### config.mk
export PLATFORM = sky130hd
export DESIGN_NAME = tcrl_search
export DESIGN_NICKNAME = d
export VERILOG_FILES = /design/src/rtl/tcrl_pkg.sv /design/src/rtl/tcrl_search.sv
export SDC_FILE = /design/constraint.sdc
export NUM_CORES = 1
export LEC_CHECK = 0
export BUFFER_PORTS_ARGS = -buffer_cell sky130_fd_sc_hd__buf_4
export CAP_MARGIN = 30
export CELL_PAD_IN_SITES_DETAIL_PLACEMENT = 1
export CELL_PAD_IN_SITES_GLOBAL_PLACEMENT = 1
export CORE_MARGIN = 2
export CORE_UTILIZATION = 35
export DETAILED_ROUTE_END_ITERATION = 16
export PLACE_DENSITY_LB_ADDON = 0.1
export SLEW_MARGIN = 20
export SYNTH_ARGS = -nofsm -noshare
export SYNTH_HDL_FRONTEND = slang
export SYNTH_SLANG_ARGS = --single-unit
### constraint.sdc
create_clock -name i_clk -period 2.7 [get_ports i_clk]
set_input_delay 0.135 -clock i_clk [delete_from_list [all_inputs] [get_ports i_clk]]
set_output_delay 0.135 -clock i_clk [all_outputs]
set_load 0.05 [all_outputs]
### src/rtl/tcrl_pkg.sv
// Shared types and constants for the time and composition run lookup.
// Used by the search units and the top level; no dependencies.
package tcrl_pkg;

    localparam int TIME_DEPTH = 1024;
    localparam int COMP_DEPTH = 1024;

    localparam int TIME_AW = (TIME_DEPTH > 1) ? $clog2(TIME_DEPTH) : 1;
    localparam int COMP_AW = (COMP_DEPTH > 1) ? $clog2(COMP_DEPTH) : 1;
    localparam int TIME_CW = $clog2(TIME_DEPTH + 1);
    localparam int COMP_CW = $clog2(COMP_DEPTH + 1);
    // Count and address width of the search units covers both tables.
    localparam int SRCH_W = (TIME_CW > COMP_CW) ? TIME_CW : COMP_CW;

    localparam logic [2:0] ACT_CLR_TIME  = 3'd0;
    localparam logic [2:0] ACT_LOAD_TIME = 3'd1;
    localparam logic [2:0] ACT_CLR_COMP  = 3'd2;
    localparam logic [2:0] ACT_LOAD_COMP = 3'd3;
    localparam logic [2:0] ACT_QUERY     = 3'd4;

    localparam logic [2:0] ST_STORED  = 3'd0;
    localparam logic [2:0] ST_EMPTY   = 3'd1;
    localparam logic [2:0] ST_OVERFL  = 3'd2;
    localparam logic [2:0] ST_IGNORED = 3'd3;
    localparam logic [2:0] ST_FULL    = 3'd4;
    localparam logic [2:0] ST_CLEARED = 3'd5;
    localparam logic [2:0] ST_ANSWER  = 3'd6;

    typedef struct packed {
        logic [31:0] first;
        logic [63:0] start;
        logic [31:0] delta;
    } t_time_run;

    typedef struct packed {
        logic [31:0] first;
        logic [31:0] length;
        logic [32:0] offset;
    } t_comp_run;

    typedef struct packed {
        logic rd_en;
        logic done;
        logic found;
    } t_srch_stat;

    typedef enum logic [2:0] {
        S_IDLE,
        S_PROBE,
        S_CMP,
        S_FETCH,
        S_DONE
    } t_srch_state;

    typedef enum logic [2:0] {
        C_IDLE,
        C_EXEC,
        C_MUL,
        C_ACC,
        C_SRCH,
        C_QMUL,
        C_QADD,
        C_OUT
    } t_ctl_state;

endpackage

### src/rtl/tcrl_search.sv
// Binary search over the first-sample field of one run memory.
// Depends on tcrl_pkg; drives the read port of a tcrl_ram.
module tcrl_search (
    input  logic                      i_clk,
    input  logic                      i_rst_n,
    input  logic                      i_start,
    input  logic [tcrl_pkg::SRCH_W-1:0] i_count,
    input  logic [31:0]               i_index,
    input  logic [31:0]               i_first,
    output logic [tcrl_pkg::SRCH_W-1:0] o_addr,
    output tcrl_pkg::t_srch_stat      o_stat
);

    tcrl_pkg::t_srch_state r_state, n_state;
    logic [tcrl_pkg::SRCH_W-1:0] r_lo, r_hi, r_mid;
    logic [tcrl_pkg::SRCH_W:0]   mid_sum;

    assign mid_sum = {1'b0, r_lo} + {1'b0, r_hi};

    always_comb begin
        n_state = r_state;
        case (r_state)
            tcrl_pkg::S_IDLE:  if (i_start) n_state = tcrl_pkg::S_PROBE;
            tcrl_pkg::S_PROBE: begin
                if (r_lo < r_hi) n_state = tcrl_pkg::S_CMP;
                else n_state = tcrl_pkg::S_FETCH;
            end
            tcrl_pkg::S_CMP:   n_state = tcrl_pkg::S_PROBE;
            tcrl_pkg::S_FETCH: n_state = tcrl_pkg::S_DONE;
            tcrl_pkg::S_DONE:  if (i_start) n_state = tcrl_pkg::S_PROBE;
            default:           n_state = tcrl_pkg::S_IDLE;
        endcase
    end

    always_comb begin
        o_stat.rd_en = (r_state == tcrl_pkg::S_PROBE);
        o_stat.done  = (r_state == tcrl_pkg::S_DONE);
        o_stat.found = (r_lo != '0);
        // Probe the midpoint while the window is open, else fetch run lo-1.
        if (r_lo < r_hi) begin
            o_addr = mid_sum[tcrl_pkg::SRCH_W:1];
        end else begin
            o_addr = r_lo - 1'b1;
        end
    end

    always_ff @(posedge i_clk) begin
        if (!i_rst_n) begin
            r_state <= tcrl_pkg::S_IDLE;
        end else begin
            r_state <= n_state;
        end
    end

    always_ff @(posedge i_clk) begin
        if (i_start && (r_state == tcrl_pkg::S_IDLE || r_state == tcrl_pkg::S_DONE)) begin
            r_lo <= '0;
            r_hi <= i_count;
        end else if (r_state == tcrl_pkg::S_PROBE) begin
            r_mid <= mid_sum[tcrl_pkg::SRCH_W:1];
        end else if (r_state == tcrl_pkg::S_CMP) begin
            if (i_first <= i_index) begin
                r_lo <= r_mid + 1'b1;
            end else begin
                r_hi <= r_mid;
            end
        end
    end

endmodule

==> results of run 1 <==
-- worst paths after layout --
check | startpoint | endpoint | slack (ns) | cells after the start
worst min-delay path | i_rst_n | r_state[0]$_SDFFE_PN0P_ | 0.04 | 2
worst min register to register | r_lo[5]$_SDFFE_PP0P_ | r_lo[5]$_SDFFE_PP0P_ | 0.54 | 2
worst max register to register | r_hi[5]$_DFFE_PP_ | r_state[0]$_SDFFE_PN0P_ | 0.29 | 11
worst max-delay path | r_hi[4]$_DFFE_PP_ | o_addr[4] | -0.07 | 9
-- synth_stat cells, drive strengths merged (2+ instances only) --
library cell	instances	area share
nand2b	2	0.0038
nor4	3	0.0057
nor2	13	0.015
mux2	15	0.051
ha	54	0.20
a2bb2oi	2	0.0053
nor2b	2	0.0038
inv	61	0.069
xor2	6	0.016
o21a	2	0.0045
mux2i	3	0.0091
edfxtp	22	0.20
dfxtp	14	0.085
and2	4	0.0076
nand4	9	0.017
nand2	45	0.051
xnor2	20	0.053
nor3	9	0.015
o21ai	26	0.039
clkbuf	3	0.0034
o22ai	2	0.0038
o31ai	2	0.0045
o21bai	4	0.0091
a21oi	26	0.039
nor3b	2	0.0045
nand3	11	0.017
or3	4	0.0076
buf	5	0.0087
-- repair_timing --
action	4_1_cts	5_1_grt
resized for setup	38	27
hold endpoints to repair	0	0
pin swaps	11	14
setup buffers	4	5
gates cloned	1	0
endpoints found under the setup margin	11	11
-- worst reg2reg max path: cells and delay by family, from the launching register on --
kind	cells	cell delay [ns]
buffers and inverters	3	0.38
AOI/OAI and AO/OA	3	0.47
DFF	1	0.38
and+or+nand+nor	4	0.87
adders and majority gates	1	0.29
-- placed cells by master (no fill, tap or decap), types with 6 or more instances in the layout --
master,instances
buf_4,106
inv_1,57
ha_1,49
nand2_1,42
a21oi_1,23
edfxtp_1,22
xnor2_1,20
o21ai_0,17
mux2_2,11
nor2_1,10
nand3_1,10
dfxtp_1,10
nand4_1,9
buf_6,9
nor3_1,7
o21ai_2,7
xor2_1,6
-- state kept, by name (all words and copies together), names as in the netlist --
signal   cells
r_hi        11
r_lo        11
r_mid       11
r_state      3
-- routing by layer --
layer	vias up	GRT usage	wire length (µm)
met3	10	0.0290	276
met5	-	0	0
li1	1580	-	-
met4	0	0.0385	100
met1	1540	0.252	4690
met2	50	0.367	5280
-- cell type report --
type                       count  area [µm²]
fill                        1102        4490
inverter                      61         229
timing repair buffer         119         962
tap                          111         139
clock inverter                 3        42.5
sequential                    36         946
multi-input combinational    284        2320
clock buffer                   5        68.8
-- power by group through the flow --
stage               Clock [µW]  Combinational (µW)  Sequential (µW)
floorplan                    0                 620              694
global placement             0                 936              708
detailed placement           0                 950              709
CTS                        510                1040              700
global route               532                1210              709
finish                     508                1110              703
-- cell families (layout without fill, tap and decap cells) --
kind of cell | count (synthesis) | count (layout) | share of synthesized area
AOI/OAI and AO/OA | 74 | 74 | 0.131
xor gates and xnor gates | 26 | 26 | 0.0689
adders and majority gates | 55 | 55 | 0.211
buffers and inverters | 69 | 188 | 0.0814
DFF | 36 | 36 | 0.285
muxes | 18 | 18 | 0.0602
and+or+nand+nor | 110 | 111 | 0.163
-- through the flow --
stage | TNS [ns] | cells | util
global route | -1.09 | 619 | 0.512
finish | -0.321 | 619 | 0.512
detailed placement | -0.0914 | 603 | 0.465
floorplan | -0.106 | 388 | -
global placement | -0.140 | 603 | 0.465
CTS | -0.00753 | 614 | 0.497
==> metrics.csv, run 1 <==
metric;value;unit
crit_arrival;2.63;ns
antenna_found_initial;0;
crit_required;2.57;ns
hold_buffers;0;
synth.distinct_cells;48;
synth-edff-count;22;
grt_max_degree;22;
vdd_drop_max;0.383;mV
dpl_cell_area;4280;µm²
status;complete, but fails checks;
wl;10.3;mm
worstPathMaxFanout;8;
fin_ws;-0.0667;ns
max-cap-violations;0;
yosys_warnings;0;
cp_slowest_cell;edfxtp_1;
insertion_delay;0.31;ns
synth-main-ff-cell;edfxtp_1;
place_hpwl;7.73;mm
syn_avg_cell_area;8.52;µm²
grt_pass1_vias;3334;
fin_skew;0.0116;ns
async_flop_share;0;
die_h;101;µm
fin_crit_sh;1.02;
synth_cells;388;
clockRootBuffer;clkbuf_8;
path_clk_slew;0.08;ns
violations;negative setup slack;
std_cell_rows;35;
p_sw_frac;0.386;
pin_count;92;
intPower;1430;µW
p_total;2330;µW
gp_congestion;0.839;
pre_cts_ws;-0.0269;ns
p_switching;898;µW
ant_nets;0;
gr-usage-all-layers;0.201;
ys_seq_area_frac;0.285;
initial_core_util;0.359;
layout-drive-gt1-share;0.370;
io_buffers;91;
dieWidth;101;µm
p_clk_frac;0.219;
syn-num-nets;521;
cts.path.max_buffers;2;
max_slew_margin;0.432;
worstSetupPathType;reg -> out;
power_frac_seq;0.303;
core_area;9200;µm²
viasPerCell;5.14;
drv_slew;0;
first_pass_iters;4;
vias;3180;
cp-end-kind;output pin;
drtIter0Drc;83;
syn_to_final_growth;42.5;%
setup_violations;8;
grt_pass1_wl;16.1;mm
worstPathCellList;inv_2 > ha_4 > a211oi_2 > nor2_2 > a2111oi_4 > o21a_1 > or3_4 > mux2_4 > buf_8;
synth_area;3300;µm²
rsz0062_at_grt;yes;
ys_ff_latch;36;
drc;0;
cts.sinks;36;
worst_slew_pin_slew;0.850;ns
crit_buf_inv;2;
hp-class;in -> reg;
critPathLaunchType;register;
wl_per_cell;16.7;µm
min_period;2.77;ns
dieArea;10200;µm²
crit_family;compound AO/OA/AOI/OAI gates;
max_freq;361;MHz
cts_tree;done;
htreeDepth;2;
p_leak;0.00220;µW
antenna_cells;0;
slowest_delay;0.43;ns
numCtsBuffers;5;
hold_viol;0;
power_density;494;nW/µm²
combPwrFrac;0.479;
holdWs;0.0449;ns
fin_area;4710;µm²
grt_remaining_overflow;0;
layout.nets;640;
(Power assumes the default switching activity.)
==> run 2, diff against run 1 <==
==> constraint.sdc (replaced) <==
create_clock -name i_clk -period 2.7 [get_ports i_clk]
set_input_delay 0.405 -clock i_clk [delete_from_list [all_inputs] [get_ports i_clk]]
set_output_delay 0.405 -clock i_clk [all_outputs]
set_load 0.05 [all_outputs]
==> run 2 against run 1 <==
The flow still finishes with violations (negative setup slack). Clock skew down 0.0034 ns. Final cell count increased by 5.2%. Global-route usage increased by 2.4 points. Sequential power shrank 0.7%. Total power rose by 3.1%. Utilization is 3.8 points higher. Clock power fell by 16%. Non-clock buffer count grew 32. Via count grew 5.8%. Combinational power grew 14%. First-iteration DRC count shrank 20%.
==> metrics.csv, run 2 (same netlist as run 1, synthesis figures left out) <==
metric;value;unit
cts.path.max_buffers;2;
met1_usage;0.266;
fin_crit_sh;1.13;
drc;0;
p_leak;0.00237;µW
worstPathCellList;inv_2 > buf_6 > fa_2 > o21bai_1 > a21oi_2 > buf_4 > o21bai_1 > a21oi_1 > xor2_1 > nand2_1 > o21ai_4 > buf_6;
viasPerCell;5.17;
worstPathMaxFanout;2;
setup_violations;12;
grt_pass1_wl;17.9;mm
cp-end-kind;output pin;
dp.cells;627;
worst_slew_pin_slew;0.805;ns
grt_util_met2;0.420;
slowest_delay;0.40;ns
std_cell_rows;35;
top_usage_layer;met2;
final_cell_count_no_fill;651;
grt_pass1_vias;3717;
fin_ws;-0.357;ns
layout.nets;672;
crit_family;compound AO/OA/AOI/OAI gates;
combPwrFrac;0.531;
reg.largest.list;r_hi (11), r_lo (11), r_mid (11);
crit_required;2.30;ns
initial_core_util;0.359;
antenna_found_initial;0;
worstSetupPathType;reg -> out;
gp_congestion;0.791;
crit_arrival;2.65;ns
core_area;9200;µm²
grt_remaining_overflow;0;
dieArea;10200;µm²
fillCellCount;1088;
max-cap-violations;0;
p_clk_frac;0.178;
layout-drive-gt1-share;0.437;
crit_buf_inv;4;
io_buffers;91;
power_density;474;nW/µm²
drv_slew;0;
drtIter0Drc;66;
holdWs;0.296;ns
hp-class;in -> reg;
violations;negative setup slack;
max_freq;327;MHz
vdd_drop_max;0.406;mV
path_clk_slew;0.09;ns
layout_commonest_cell;buf_4;
mostFrequentLayoutCells;132 x buf_4, 53 x inv_1, 46 x ha_1;
ant_nets;0;
grt_max_degree;22;
htreeDepth;2;
hold_viol;0;
hold_buffers;0;
p_sw_frac;0.403;
vias;3363;
die_h;101;µm
place_hpwl;8.21;mm
wl_per_cell;17.2;µm
pin_count;92;
power_frac_seq;0.291;
dieWidth;101;µm
rsz0062_at_grt;yes;
grt_use_met3;0.0345;
cts.sinks;36;
first_pass_iters;4;
clockRootBuffer;clkbuf_8;
critPathLaunchType;register;
status;complete, but fails checks;
cts_tree;done;
min_period;3.06;ns
gr-usage-all-layers;0.225;
cp_slowest_cell;edfxtp_1;
numCtsBuffers;5;
insertion_delay;0.32;ns
fin_skew;0.00819;ns
max_slew_margin;0.462;
intPower;1430;µW
p_switching;965;µW
wl;11.2;mm
antenna_cells;0;
tns;-2.39;ns
syn_to_final_growth;53.2;%
## run 2: layout make-up
class                      count  area [µm²]  share of cell area
tap                          111         139              0.0274
multi-input combinational    284        2440               0.483
clock buffer                   5        68.8              0.0136
clock inverter                 3        21.3             0.00420
sequential                    36         948               0.187
inverter                      61         229              0.0452
timing repair buffer         151        1210               0.240
## run 2: routing by layer
| metal | wire length (µm) | up-vias |
|---|---|---|
| li1 | - | 1647 |
| met1 | 4590 | 1628 |
| met2 | 5910 | 71 |
| met3 | 508 | 17 |
| met4 | 203 | 0 |
| met5 | 0 | - |
## run 2: stage by stage
step                      power (µW)  area, µm²  setup slack, ns  utilization
after floorplan                 1340       3340          -0.0600            -
after global placement          1710       4480           -0.216        0.487
after detailed placement        1740       4480           -0.219        0.487
after CTS                       2340       4930           -0.244        0.536
after global routing            2530       5060           -0.464        0.550
final                           2400       5060           -0.357        0.550
## run 2: worst paths after layout
kind	cells past startpoint	from	to	slack (ns)
max	12	r_hi[1]$_DFFE_PP_	o_addr[5]	-0.36
max reg2reg	9	r_hi[6]$_DFFE_PP_	r_mid[7]$_DFFE_PP_	0.44
min reg2reg	2	r_lo[10]$_SDFFE_PP0P_	r_lo[10]$_SDFFE_PP0P_	0.57
min	2	i_rst_n	r_state[1]$_SDFFE_PN0P_	0.30
## run 2: power groups by stage
| stage | clock network [µW] | registers, µW | logic [µW] |
|---|---|---|---|
| final | 427 | 698 | 1270 |
| after global routing | 447 | 703 | 1380 |
| after CTS | 430 | 696 | 1210 |
| after detailed placement | 0 | 703 | 1040 |
| after global placement | 0 | 701 | 1010 |
| after floorplan | 0 | 694 | 647 |
## run 2: repair_timing
action / 4_1_cts / 5_1_grt
setup endpoints to repair: 12 / 12
setup buffers: 12 / 6
endpoints found under the hold margin: 0 / 0
pin swaps: 28 / 17
cloned: 1 / 0
gates resized for setup: 71 / 19
==> run 3, diff against run 2 <==
ABC_AREA = 1   (was not set)
==> run 3 against run 2 <==
The run now ends clean. Global-route usage down 2.4 points. Critical path depth is the same. Area after synthesis grew 6.3%. Sequential share of layout area rose by 1.3 points. Final area down 6.4%. Worst hold slack better by 0.078 ns. Combinational power up 61%. Utilization fell by 6.6 points. First-iteration DRC count increased by 52%. Setup slack better by 0.40 ns. Routed wire length is 1.0% lower. Sequential power is 18% higher. Critical path type unchanged. Highest routed layer unchanged.
==> metrics.csv, run 3 <==
metric;value;unit
power_density;685;nW/µm²
p_switching;1570;µW
path_clk_slew;0.07;ns
grt_max_degree;23;
reg2reg_setup_slack;0.62;ns
synth.area.top_cells;ha_1 19%, edfxtp_1 19%, nand2_1 12%, inv_1 8.4%, dfxtp_1 8.0%;
path_common_cell;nand3_1;
power_frac_seq;0.253;
worstPathMaxFanout;5;
setup_violations;0;
synth.distinct_cells;41;
post-synth-top-count-cell;nand2_1;
rsz0062_at_grt;yes;
die_h;104;µm
synth-simple-area-share;0.266;
hp-class;in -> reg;
fillCellCount;1290;
crit_buf_inv;3;
synth-edff-count;22;
gp_congestion;0.854;
gr-usage-all-layers;0.201;
grt_pass1_wl;17.6;mm
critPathLaunchType;register;
pin_count;92;
viasPerCell;4.84;
max_freq;377;MHz
synthMuxAreaShare;0;
vdd_drop_max;0.512;mV
reg.largest.list;r_hi (11), r_lo (11), r_mid (11);
antenna_found_initial;0;
p_total;3240;µW
dpl_cell_area;4380;µm²
fin_crit_sh;0.982;
numCtsBuffers;5;
synth_top_area_cell;ha_1;
drc;0;
grt_pass1_vias;3733;
slowest_delay;0.42;ns
m1WireLength;4.61;mm
worst_slew_pin_slew;0.751;ns
r2r-start;r_lo[1]$_SDFFE_PP0P_;
cp_slowest_cell;fa_2;
async_flop_share;0;
place_hpwl;8.87;mm
p_sw_frac;0.484;
first_pass_iters;4;
crit_family;simple AND/OR/NAND/NOR gates;
cp-end-kind;output pin;
crit_required;2.30;ns
worst_r2r_path_depth;11;
wl;11.1;mm
hold_path_depth;3;
yosys_warnings;0;
worstPathCellList;inv_1 > fa_2 > inv_2 > nand3_1 > nand2_2 > a21oi_2 > o21bai_2 > nand2_1 > nand3_1 > nand3_1 > o21ai_1 > buf_6;
synth_area;3510;µm²
grt_remaining_overflow;0;
tns;0;ns
synth_top_family_by_area;simple AND/OR/NAND/NOR gates;
cts.sinks;36;
wl_met3;333;µm
std_cell_rows;36;
hold_viol;0;
ant_nets;0;
yosysTopAreaCellShare;0.192;
max_slew_margin;0.499;
max-cap-violations;0;
core_area;9770;µm²
synth_xor_area_frac;0.0549;
antenna_cells;0;
wl_per_cell;15.3;µm
htreeDepth;2;
holdWs;0.374;ns
hold_path.startpoint;i_count[2];
ys_ff_latch;36;
drtIter0Drc;100;
combPwrFrac;0.628;
topRoutingLayerUsed;met4;
fin_skew;0.00571;ns
p_clk_frac;0.119;
layout.nets;723;
wl_met2;5.97;mm
syn-num-nets;617;
io_buffers;91;
intPower;1670;µW
insertion_delay;0.30;ns
netlist_top_cells_count;112 x nand2_1, 79 x inv_1, 54 x ha_1, 39 x nor2_1, 36 x a21oi_1;
synth_cells;484;
p_leak;0.00245;µW
mostFrequentLayoutCells;108 x nand2_1, 102 x buf_4, 76 x inv_1;
clockRootBuffer;clkbuf_8;
synth_compound_area_frac;0.106;
cts_tree;done;
synth-main-ff-cell;edfxtp_1;
synth_fa_ha_area_frac;0.198;
layout_commonest_cell;nand2_1;
cts.path.max_buffers;2;
syn_to_final_growth;34.8;%
dieWidth;104;µm
initial_core_util;0.359;
drv_slew;0;
status;completed;
syn_avg_cell_area;7.26;µm²
crit_arrival;2.25;ns
fin_area;4740;µm²
worstSetupPathType;reg -> out;
vias;3507;
whs_endpoint;r_hi[2]$_DFFE_PP_;
ys_seq_area_frac;0.268;
min_period;2.65;ns
r2r-end;r_mid[7]$_DFFE_PP_;
dieArea;10900;µm²
layout-drive-gt1-share;0.281;
==> run 3: changes by cell type after synthesis, sizes merged, moves of 4 or more <==
cell / previous run / this run
a21oi: 26 / 38
inv: 61 / 84
mux2: 15 / 0
nand2: 45 / 115
nand3: 11 / 33
nor2: 13 / 42
o21ai: 26 / 14
or3: 4 / 0
xnor2: 20 / 6
xor2: 6 / 16
==> run 3: metrics by stage <==
step | utilization | setup slack [ns] | cells
final | 0.485 | 0.0475 | 724
after global routing | 0.485 | -0.0519 | 724
after CTS | 0.462 | -0.0292 | 718
after detailed placement | 0.448 | 0.109 | 709
after global placement | 0.448 | 0.110 | 709
after floorplan | - | 0.134 | 484
==> run 3: logic make-up (layout without fill, tap and decap cells) <==
logic type / after synthesis / count (layout)
simple gates: 212 / 212
compound gates: 65 / 65
xor+xnor: 22 / 22
fa+ha+maj: 55 / 55
flops: 36 / 36
buf+inv: 94 / 201
==> run 3: per-layer routing <==
layer,up-vias,global-route usage
met5,-,0
met4,0,0.0444
met3,14,0.0307
met2,57,0.389
met1,1657,0.231
li1,1779,-
==> run 3: worst max-delay path by stage <==
stage	from	endpoint	slack, ns	cells after the start
after floorplan	r_hi[5]$_DFFE_PP_	o_addr[4]	0.13	10
after global placement	r_lo[1]$_SDFFE_PP0P_	o_addr[7]	0.11	12
after detailed placement	r_lo[1]$_SDFFE_PP0P_	o_addr[7]	0.11	12
after CTS	r_lo[1]$_SDFFE_PP0P_	o_addr[7]	-0.03	12
after global routing	r_hi[8]$_DFFE_PP_	o_addr[9]	-0.05	10
final	r_lo[1]$_SDFFE_PP0P_	o_addr[7]	0.05	12
==> run 3: timing repair <==
action	CTS	global route
buffers inserted	1	6
pin swaps	4	9
gates resized for setup	11	36
hold buffers	0	0
setup endpoints to repair	11	11
==> run 3: power groups by stage <==
stage	combinational, µW	sequential, µW	clock (µW)
floorplan	1250	798	0
global placement	1780	813	0
detailed placement	1820	817	0
CTS	1870	807	386
global route	2210	830	415
finish	2040	821	387
==> run 3: worst reg2reg max path, delay by kind of cell (launching register included) <==
kind	cells	cell delay [ns]
adders and majority gates	1	0.42
buffers and inverters	2	0.18
DFF	1	0.38
AOI/OAI and AO/OA	2	0.24
and+or+nand+nor	6	0.61
==> run 3: final cells by class <==
| class | count | area [µm²] | share of cell area |
|---|---|---|---|
| Clock buffer | 7 | 76.3 | 0.0161 |
| Clock inverter | 1 | 3.75 | 0.000793 |
| Inverter | 84 | 320 | 0.0676 |
| Multi-Input combinational cell | 354 | 2380 | 0.502 |
| Sequential cell | 36 | 947 | 0.200 |
| Tap cell | 133 | 166 | 0.0351 |
| Timing Repair Buffer | 109 | 845 | 0.178 |
